[src/rtl/spq_pkg.sv]
// ----------------------------------------------------------------------------
// spq_pkg
// Shared types and constants of the soft pitch quantizer.
// ----------------------------------------------------------------------------
`default_nettype none

package spq_pkg;

  localparam int FRAC_BITS    = 16;
  localparam int PIPE_LATENCY = 82;
  localparam int SQ_STEPS     = 30;
  localparam int VN_STEPS     = 15;
  localparam int TAYLOR_TERMS = 14;

  localparam logic [16:0] ONE     = 17'h10000;
  localparam logic [29:0] LN2_Q30 = 30'd744261118;
  localparam logic [30:0] Q30_ONE = 31'h40000000;

  localparam logic signed [25:0] PITCH_MAX = 26'sd8388607;
  localparam logic signed [25:0] PITCH_MIN = -26'sd8388608;

  localparam logic REG_POS_ORDER = 1'b0;
  localparam logic REG_VEL_ORDER = 1'b1;

  typedef struct packed {
    logic [3:0] porder;
    logic [3:0] vorder;
  } cfg_t;

  typedef struct packed {
    logic [5:0]         voice;
    logic signed [23:0] x;
    logic signed [24:0] ro;
    logic               relneg;
    logic               azero;
  } side_t;

  typedef struct packed {
    side_t       side;
    logic [30:0] m;
    logic [29:0] f;
    logic [4:0]  lp;
    logic [16:0] v;
    logic [16:0] vn;
  } log_t;

endpackage

`default_nettype wire

[src/rtl/spq_front.sv]
// ----------------------------------------------------------------------------
// spq_front
// Round to the nearest semitone, velocity weight, and log2 normalization.
// ----------------------------------------------------------------------------
`default_nettype none

module spq_front (
  input  wire                clk,
  input  wire                rst,
  input  wire                start,
  input  wire         [5:0]  voice_id,
  input  wire  signed [23:0] pitch_in,
  input  wire  signed [23:0] pitch_speed,
  output logic               vld,
  output spq_pkg::log_t      st2
);

  logic                s1_vld;
  spq_pkg::side_t      s1_side;
  logic [16:0]         s1_a;
  logic [16:0]         s1_v;

  logic signed [24:0]  xs;
  logic signed [24:0]  rnd;
  logic signed [24:0]  ro_c;
  logic signed [24:0]  rel;
  logic signed [24:0]  arel;
  logic signed [24:0]  s_ext;
  logic signed [24:0]  sa25;
  logic [16:0]         a_c;
  logic [16:0]         v_c;
  logic [4:0]          lp_c;
  logic [30:0]         m_c;

  always_comb begin
    xs    = 25'(pitch_in);
    rnd   = xs + 25'sd32768;
    ro_c  = {rnd[24:16], 16'b0};
    rel   = xs - ro_c;
    arel  = rel[24] ? -rel : rel;
    a_c   = {arel[15:0], 1'b0};
    s_ext = 25'(pitch_speed);
    sa25  = s_ext[24] ? -s_ext : s_ext;
    if (sa25[23:0] >= 24'h010000) begin
      v_c = 17'd0;
    end else begin
      v_c = spq_pkg::ONE - sa25[16:0];
    end
  end

  always_ff @(posedge clk) begin
    if (rst) begin
      s1_vld <= 1'b0;
    end else begin
      s1_vld <= start;
    end
    s1_side.voice  <= voice_id;
    s1_side.x      <= pitch_in;
    s1_side.ro     <= ro_c;
    s1_side.relneg <= rel[24];
    s1_side.azero  <= (a_c == 17'd0);
    s1_a           <= a_c;
    s1_v           <= v_c;
  end

  always_comb begin
    lp_c = 5'd0;
    for (int b = 0; b < 17; b++) begin
      if (s1_a[b]) begin
        lp_c = 5'(b);
      end
    end
    m_c = 31'(s1_a) << (5'd30 - lp_c);
  end

  always_ff @(posedge clk) begin
    if (rst) begin
      vld <= 1'b0;
    end else begin
      vld <= s1_vld;
    end
    st2.side <= s1_side;
    st2.m    <= m_c;
    st2.f    <= 30'd0;
    st2.lp   <= lp_c;
    st2.v    <= s1_v;
    st2.vn   <= spq_pkg::ONE;
  end

  a_norm: assert property (@(posedge clk) disable iff (rst)
    (s1_vld && s1_a != 17'd0) |=> st2.m[30])
    else $error("mantissa not normalized");

endmodule

`default_nettype wire

[config.mk]
export PLATFORM = sky130hd
export DESIGN_NAME = spq_front
export DESIGN_NICKNAME = d
export VERILOG_FILES = /design/src/rtl/spq_pkg.sv /design/src/rtl/spq_front.sv
export SDC_FILE = /design/constraint.sdc
export NUM_CORES = 1
export LEC_CHECK = 0
export BUFFER_PORTS_ARGS = -buffer_cell sky130_fd_sc_hd__buf_4
export CAP_MARGIN = 0
export CORE_UTILIZATION = 46
export CTS_BUF_LIST = sky130_fd_sc_hd__clkbuf_16
export CTS_CLUSTER_SIZE = 12
export DETAILED_ROUTE_END_ITERATION = 8
export HOLD_SLACK_MARGIN = 0.05
export PLACE_DENSITY = 0.76
export REMOVE_ABC_BUFFERS = 1
export SLEW_MARGIN = 15
export SYNTH_ARGS = -nofsm -noshare
export SYNTH_HDL_FRONTEND = slang
export SYNTH_SLANG_ARGS = --single-unit
export TNS_END_PERCENT = 30
[constraint.sdc]
create_clock -name clk -period 3.5 [get_ports clk]
set_clock_uncertainty 0.05 [all_clocks]
set_input_delay 0.175 -clock clk [delete_from_list [all_inputs] [get_ports clk]]
set_output_delay 0.175 -clock clk [all_outputs]
set_load 0.01 [all_outputs]
**After elaboration in Yosys (flattened, before gate mapping)**

Cells that the tools add are included.

- Flip-flop bits (word level): 170
- Word-level logic and storage cells: 44
- Input port bits: 57
- Output and inout bits: 158

- Shift-type cells: 1
- Reduce and logical (&&, ||, !) cells: 1
- Muxes and demuxes: 18
- Add/sub/neg operators: 6
- Order comparisons: 1

Operators by type and width:

| cell | count |
|---|---|
| $mux 5 | 15 |
| $shl 17x5->31 | 1 |
| $add 24x17->25 const B | 1 |
| $sub 24x25->25 | 1 |
| $ge 24x17->1 const B | 1 |
| $mux 24 | 1 |
| $neg 24->24 | 1 |
| $logic_not 17->1 | 1 |
| $sub 17x17->17 const A | 1 |
| $mux 16 | 1 |
| $neg 16->16 | 1 |
| $sub 5x5->5 const A | 1 |
| $mux 1 | 1 |

**Longest topological paths before layout**

Gate-level depths: netlist of the first run.

- Depth in word-level cells: 18
- Mapped depth: 16

**Worst setup path after synthesis of the first run**

Ideal clock, no wire load.

- Path kind: register to register
- Start point: reg s1_a[2]
- End point: reg st2[88] (netlist name)
- Cell stages (with the launch flop): 14
- Slack: 0.049 ns
- Data required time: 3.328 ns
- Period minus slack after synthesis: 3.451 ns
- Data arrival time: 3.279 ns
- Cell sequence: dfxtp_1 > nand2b_1 > a21oi_1 > o21bai_1 > a211oi_1 > o31ai_2 > inv_2 > ha_1 > inv_2 > buf_1 > mux4_2 > nand2_1 > a21oi_1 > a221o_1

- Longest elaborated chain between the ends: 17

Ends and longest elaborated chain:

| what | RTL line | text |
|---|---|---|
| start: declaration | spq_front.sv:20 | `logic [16:0] s1_a;` |
| start signal: assignment | spq_front.sv:62 | `s1_a <= a_c;` |
| $mux 5 (15 in series) | spq_front.sv:69 | `if (s1_a[b]) begin` |
| net lp_c[0] | spq_front.sv:32 | `logic [4:0] lp_c;` |
| $sub 5x5->5 | spq_front.sv:73 | `m_c = 31'(s1_a) << (5'd30 - lp_c);` |
| $shl 17x5->31 | spq_front.sv:73 |  |
| net m_c[19] | spq_front.sv:33 | `logic [30:0] m_c;` |
| end: declaration | spq_front.sv:15 | `output spq_pkg::log_t st2` |

The timed path passes the listed nets, and every way through them passes these cells.
A chain may end at the register's enable or synchronous reset.

**Worst setup path in the final report of the first run**

- Start point: in pitch_in[15]
- End point: reg s1_side[0] (netlist name)

- Longest elaborated chain between the ends: 4
- Elaborated cells on any way between the ends: 5
- Classes of those cells: add/sub: 3; mux: 1; reduce/logical: 1

Ends and longest elaborated chain:

| what | RTL line | text |
|---|---|---|
| start: declaration | spq_front.sv:12 | `input wire signed [23:0] pitch_in,` |
| $add 24x17->25 | spq_front.sv:37 | `rnd = xs + 25'sd32768;` |
| net rnd[20] | spq_front.sv:24 | `logic signed [24:0] rnd;` |
| $sub 24x25->25 | spq_front.sv:39 | `rel = xs - ro_c;` |
| $mux 16 | spq_front.sv:40 | `arel = rel[24] ? -rel : rel;` |
| $logic_not 17->1 | spq_front.sv:61 | `s1_side.azero <= (a_c == 17'd0);` |
| end: declaration | spq_front.sv:19 | `spq_pkg::side_t s1_side;` |

The timed path passes the listed nets, and every way through them passes these cells.

==> run_results.csv, run 1 <==
group,metric,value,unit
status,status,"complete, no violations",
yosys,synth_top_area_share,49.3,%
yosys,synth.distinct_cells,65,
worst_hold_path,hp-class,"input pin to flop",
die,ios,215,
worst_setup_path,crit_path_top_delay_cell,"dlygate4sd3_1",
route,drtIter0Drc,300,
global_routing,track_usage,19.2,%
yosys,synth-main-ff-cell,"dfxtp_1",
sta,final_hold_viol_count,0,
place,port_buffers,150,
worst_setup_path,critPathKind,"input pin to flop",
sta,slew_viol_final,0,
worst_setup_path,cp-start-kind,"input pin",
finish,layout_commonest_cell,"dfxtp_1",
power_and_ir_drop,p_clk_share,34.3,%
finish,fin_nets,956,
die,start_util,47.0,%
yosys,synth-edff-count,0,
route,drt-pass1-iter-count,5,
power_and_ir_drop,sequentialPowerShare,41.2,%
clock_network,clkLatencyLatePin,0.42,ns
route,post-route-drc-count,0,
worst_setup_path,rrSetupSlack,0.38,ns
yosys,synthArstFlopShare,0,%
yosys,syn_inst,695,
power_and_ir_drop,swShare,29.3,%
sta,fin_crit_sh,93.2,%
sta,min_period,3.26,ns
route,ant_nets,0,
finish,most-common-layout-cells,"168 x dfxtp_1, 162 x buf_4, 68 x conb_1, 53 x nor2_1, 46 x nand2_1",
global_routing,grt_remaining_overflow,0,
worst_hold_path,hold_depth,4,
finish,final_util,61.5,%
die,dieHeight,124,µm
route,vias_per_cell,4.87,
power_and_ir_drop,leakagePower,3.98,nW
worst_setup_path,critPathCaptureType,"flop",
worst_setup_path,r2r_end,"st2[98]",
sta,maxSlewHeadroom,61.5,%
flow_run,max-cap-violations,0,
finish,n_fill_cell,1276,
finish,diodes,0,
die,core_area,14500,µm²
sta,tightestPinTransition,0.572,ns
global_routing,grt_use_met2,33.0,%
route,finalWirelength,14200,µm
global_routing,grt_pass1_wl,22900,µm
power_and_ir_drop,p_switching,0.00158,W
yosys,synth_area,6830,µm²
worst_hold_path,whs_endpoint,"s1_v[16]",
sta,max_freq,306,MHz
yosys,synth_top_cell_by_area,"dfxtp_1",
yosys,seq_area_frac_synth,49.3,%
clock_network,cts.sinks,168,
yosys,avgSynthCellArea,9.82,µm²
clock_network,cts_tree,"built",
power_and_ir_drop,p_int,0.00380,W
worst_setup_path,reg2reg_depth,11,
global_routing,grtUsageMet1,22.4,%
clock_network,clk_path_buf_depth,2,
worst_setup_path,path_common_cell,"buf_4",
route,vias,5301,
yosys,synth-seq-cells,168,
worst_setup_path,critPathMaxFanout,10,
die,dieArea,15300,µm²
clock_network,cts_root_buffer,"clkbuf_16",
worst_setup_path,cp.arrival,3.58,ns
sta,hold_slack,0.0804,ns
worst_setup_path,crit_chain,"dlygate4sd3_1 > buf_4 > and3_1 > nand3_2 > inv_1 > ha_1 > nand2_1 > a2bb2oi_1 > o311a_1 > o211a_1 > nor3_4 > buf_4 > nand3_1 > a2111oi_2 > and4_1",
clock_network,cts_buffers,17,
yosys,yosys_warnings,0,
die,rows,44,
worst_setup_path,cp.required,3.81,ns
route,wl_per_cell,13.1,µm
global_routing,grt_use_met3,6.04,%
place,dp_hpwl,10400,µm
power_and_ir_drop,combPwrFrac,24.5,%
global_routing,grt.busiest_layer,"met2",
finish,area_growth,30.9,%
yosys,netlist_top_cells_area,"dfxtp_1 49%, buf_4 7.1%, xnor2_1 4.0%",
global_routing,grt_pass1_vias,4792,
global_routing,antenna_found_initial,0,
sta,finalSetupViolations,0,
global_routing,grt_max_degree,26,
worst_hold_path,worstHoldStart,"pitch_speed[15]",
finish,drive_gt1_share,25.0,%
worst_setup_path,timing.rr.start,"s1_a[5]",
die,die_width,124,µm
clock_network,clk_pin_slew,0.07,ns
power_and_ir_drop,power_density,602,nW/µm²
clock_network,htreeDepth,4,
place,place.gp.congestion,0.875,
sta,rsz0062_at_grt,"yes",
power_and_ir_drop,peakVddDrop,352,µV
worst_setup_path,cpPeakStageDelay,0.53,ns
Yosys cell counts (3+ instances only):
| library cell | count |
|---|---|
| mux4_2 | 6 |
| o2bb2ai_1 | 3 |
| ha_1 | 8 |
| nor2b_1 | 9 |
| mux2i_1 | 20 |
| nand3_1 | 17 |
| a21oi_1 | 24 |
| nand4_1 | 3 |
| o21ai_0 | 28 |
| nor4_1 | 3 |
| nor2_2 | 10 |
| o21a_1 | 5 |
| nand2b_1 | 12 |
| or4_1 | 3 |
| or2_2 | 3 |
| buf_4 | 65 |
| o41ai_1 | 5 |
| dfxtp_1 | 168 |
| or3_1 | 12 |
| o22ai_1 | 12 |
| o31ai_1 | 10 |
| nand2_1 | 46 |
| xor2_1 | 21 |
| a211o_1 | 3 |
| a31oi_1 | 3 |
| and3_1 | 7 |
| xnor2_1 | 31 |
| a211oi_1 | 5 |
| inv_1 | 16 |
| nor3_1 | 18 |
| clkbuf_1 | 18 |
| nor2_1 | 53 |
through the flow:
stage          cell area, µm²  cells  TNS (ns)  setup slack (ns)  total power [W]
3_5_place_dp             7920   1017         0             0.244          0.00354
3_3_place_gp             7920   1017         0             0.334          0.00351
2_1_floorplan            6480    672    -0.103            -0.103          0.00301
6_report                 8930   1088         0             0.237          0.00538
4_1_cts                  8880   1086         0             0.149          0.00542
5_1_grt                  8930   1088   -0.0368           -0.0368          0.00569
what timing repair did:
action | CTS | global route
endpoints found under the setup margin | 0 | 4
hold buffers | 37 | 0
resized for setup | 0 | 5
buffers inserted | 0 | 2
hold endpoints to repair | 60 | 0
worst max-delay path: cells and delay by family:
kind	cells	cell delay, ns
compound gates	4	1.08
fa+ha+maj	1	0.33
buf+inv	4	1.01
simple gates	6	0.97
power groups by stage:
stage	Clock, W	Combinational [W]	Sequential (W)
2_1_floorplan	0	0.000677	0.00233
3_3_place_gp	0	0.00125	0.00226
3_5_place_dp	0	0.00127	0.00226
4_1_cts	0.00189	0.00131	0.00222
5_1_grt	0.00198	0.00146	0.00225
6_report	0.00185	0.00132	0.00222
worst max-delay path by stage:
stage	from	end	slack, ns
after CTS	pitch_in[15]	s1_side[0]	0.15
after detailed placement	pitch_speed[3]	s1_v[16]	0.24
final	pitch_in[15]	s1_side[0]	0.24
after global routing	pitch_in[15]	s1_side[0]	-0.04
after global placement	pitch_speed[3]	s1_v[16]	0.33
after floorplan	pitch_in[15]	s1_side[0]	-0.10
area by class of cell:
| class | count | area [µm²] | share of cell area, % |
|---|---|---|---|
| sequential | 168 | 3360 | 37.6 |
| multi-input combinational | 486 | 3080 | 34.4 |
| timing repair buffer | 200 | 1610 | 18.0 |
| clock buffer | 17 | 425 | 4.76 |
| tap | 184 | 230 | 2.58 |
| clock inverter | 15 | 165 | 1.85 |
| inverter | 18 | 67.6 | 0.756 |
per-layer routing:
metal  part of all wire, %  vias to the layer above  wire, µm
met5                     0                        -         0
met4                   1.4                        0       194
met3                   6.8                       16       973
met2                    50                      184      7140
met1                    42                     2442      5930
li1                      -                     2659         -
state kept, by name, indices dropped and copies added, names as in the netlist:
signal   count
s1_v        17
s1_side     41
s1_vld       1
vld          1
s1_a        15
st2         93
logic make-up after synthesis:
kind of cell / count (synthesis) / share of synthesized area (%)
compound gates: 122 / 12.2
xor+xnor: 52 / 6.67
fa+ha+maj: 8 / 1.47
buf+inv: 107 / 9.71
flops: 168 / 49.3
mux: 27 / 5.08
other cells: 2 / 0.110
simple gates: 209 / 15.5
Note: power is estimated with default switching activity, not from simulation.
==> inputs of run 2 (changes only) <==
--- a/config.mk
+++ b/config.mk
@@ -5,14 +5,14 @@
 export SDC_FILE = /design/constraint.sdc
 export NUM_CORES = 1
 export LEC_CHECK = 0
-export BUFFER_PORTS_ARGS = -buffer_cell sky130_fd_sc_hd__buf_4
 export CAP_MARGIN = 0
-export CORE_UTILIZATION = 46
+export CORE_UTILIZATION = 57
 export CTS_BUF_LIST = sky130_fd_sc_hd__clkbuf_16
 export CTS_CLUSTER_SIZE = 12
 export DETAILED_ROUTE_END_ITERATION = 8
+export DONT_BUFFER_PORTS = 1
 export HOLD_SLACK_MARGIN = 0.05
-export PLACE_DENSITY = 0.76
+export PLACE_DENSITY = 0.75
 export REMOVE_ABC_BUFFERS = 1
 export SLEW_MARGIN = 15
 export SYNTH_ARGS = -nofsm -noshare
==> run_results.csv, run 2 (synthesis results as in run 1) <==
group,metric,value,unit
status,status,"finished, violations left",
status,violations,"design-rule violations",
worst_setup_path,reg2reg_depth,12,
worst_setup_path,cp-start-kind,"input pin",
die,ios,215,
worst_setup_path,crit_chain,"dlygate4sd3_1 > nand3_2 > inv_1 > ha_1 > nor2_1 > a2bb2oi_1 > o311a_1 > o211a_1 > nor3_2 > buf_4 > nand2_1 > xnor2_1 > a2111oi_1 > and4_1",
clock_network,clk_pin_slew,0.06,ns
finish,instances_no_fill,907,
place,place_ws,0.100,ns
route,vias,5015,
route,vias_per_cell,5.53,
worst_setup_path,r2r_end,"st2[98]",
sta,maxSlewHeadroom,58.6,%
worst_hold_path,hold_depth,4,
worst_setup_path,timing.rr.start,"s1_a[2]",
worst_setup_path,crit_path_top_delay_cell,"dlygate4sd3_1",
die,core_area,11600,µm²
global_routing,grt_use_met3,7.78,%
worst_setup_path,worstSetupStartpoint,"pitch_in[18]",
flow_run,max-cap-violations,0,
sta,rsz0062_at_grt,"no",
global_routing,grt_pass1_wl,23800,µm
clock_network,htreeDepth,4,
finish,most-common-layout-cells,"168 x dfxtp_1, 68 x conb_1, 53 x nor2_1, 50 x dlygate4sd3_1, 46 x nand2_1",
worst_setup_path,cp.required,3.81,ns
clock_network,cts_root_buffer,"clkbuf_16",
global_routing,grt_pass1_vias,4851,
place,port_buffers,0,
clock_network,cts_buffers,17,
power_and_ir_drop,peakVddDrop,360,µV
sta,setup_slack,0.221,ns
place,dp_hpwl,9940,µm
worst_hold_path,hp-class,"input pin to flop",
sta,tightestPinTransition,0.621,ns
route,drtIter0Drc,284,
finish,reg_top3,"st2 (93), s1_side (41), s1_v (17)",
global_routing,grt_max_degree,26,
die,rows,39,
die,dieHeight,111,µm
worst_setup_path,cpPeakStageDelay,0.65,ns
route,post-route-drc-count,8,
clock_network,clk_path_buf_depth,2,
worst_hold_path,worstHoldStart,"pitch_in[0]",
sta,finalSetupViolations,0,
finish,layout_commonest_cell,"dfxtp_1",
finish,area_growth,14.8,%
place,place.gp.congestion,0.876,
clock_network,cts_setup_buffers,0,
global_routing,grtUsageMet1,27.5,%
worst_setup_path,critPathCaptureType,"flop",
route,wl_per_cell,16.3,µm
worst_setup_path,critPathKind,"input pin to flop",
die,start_util,59.0,%
global_routing,grt.busiest_layer,"met2",
route,drt-pass1-iter-count,7,
sta,final_hold_viol_count,0,
finish,drive_gt1_share,9.29,%
die,die_width,111,µm
global_routing,grt_use_met2,41.7,%
worst_setup_path,cp-endpoint,"s1_side[0]",
clock_network,cts.sinks,168,
worst_setup_path,rrSetupSlack,0.28,ns
finish,diodes,0,
die,dieArea,12400,µm²
global_routing,grt_remaining_overflow,0,
sta,fin_crit_sh,93.7,%
global_routing,track_usage,24.0,%
power_and_ir_drop,power_density,648,nW/µm²
sta,min_period,3.28,ns
worst_setup_path,critPathMaxFanout,15,
finish,fin_nets,816,
sta,slew_viol_final,0,
worst_setup_path,cp.arrival,3.59,ns
place,place_inst,825,
route,finalWirelength,14800,µm
finish,max_flop_register,"st2",
finish,largest_register_ffs,93,
clock_network,cts_tree,"built",
sta,max_freq,305,MHz
global_routing,antenna_found_initial,0,
clock_network,clkLatencyLatePin,0.42,ns
power_and_ir_drop,leakagePower,3.26,nW
route,ant_nets,0,
[run 2: where the power goes]
part	leakage (nW)	internal, W	switching, W
clock	0.286	0.00105	0.000749
sequential	1.40	0.00213	0.000195
combinational	1.58	0.000398	0.000552
total	3.26	0.00358	0.00150
[run 2: area by class of cell]
| class | instances | area [µm²] |
|---|---|---|
| timing repair buffer | 60 | 576 |
| clock buffer | 17 | 425 |
| inverter | 18 | 67.6 |
| tap | 143 | 179 |
| clock inverter | 15 | 151 |
| sequential | 168 | 3360 |
| fill | 869 | 3730 |
| multi-input combinational | 486 | 3070 |
[run 2: routing by layer]
metal / part of all wire [%] / vias up
met4: 1.4 / 0
met2: 50 / 208
met3: 7.7 / 23
li1: - / 2388
met1: 41 / 2396
met5: 0 / -
[run 2: how the worst min path moves through the flow]
stage                  endpoint
floorplan           s1_side[27]
detailed placement  s1_side[55]
finish                  s1_a[2]
CTS                     s1_v[6]
global route         s1_side[0]
global placement    s1_side[55]
[run 2: timing repair]
item | CTS | global route
hold endpoints to repair | 71 | 0
gates resized for setup | 0 | 4
endpoints found under the setup margin | 0 | 19
hold buffers | 50 | 0
[run 2: critical path, delay by kind of cell]
family / cells / cell delay, ns
AOI/OAI and AO/OA: 4 / 1.08
buffers and inverters: 3 / 1.05
and+or+nand+nor: 5 / 0.88
adders and majority gates: 1 / 0.27
xor gates and xnor gates: 1 / 0.14
[run 2: through the flow]
| stage | power, W | instance area, µm² | TNS, ns | hold WS, ns | utilization [%] |
|---|---|---|---|---|---|
| 6_report | 0.00508 | 7840 | 0 | 0.0568 | 67.8 |
| 5_1_grt | 0.00531 | 7840 | 0 | 0.0734 | 67.8 |
| 4_1_cts | 0.00509 | 7820 | 0 | 0.0510 | 67.6 |
| 3_5_place_dp | 0.00323 | 6740 | 0 | 0.153 | 58.3 |
| 3_3_place_gp | 0.00321 | 6740 | 0 | 0.153 | 58.3 |
| 2_1_floorplan | 0.00301 | 6480 | -0.103 | 0.153 | - |
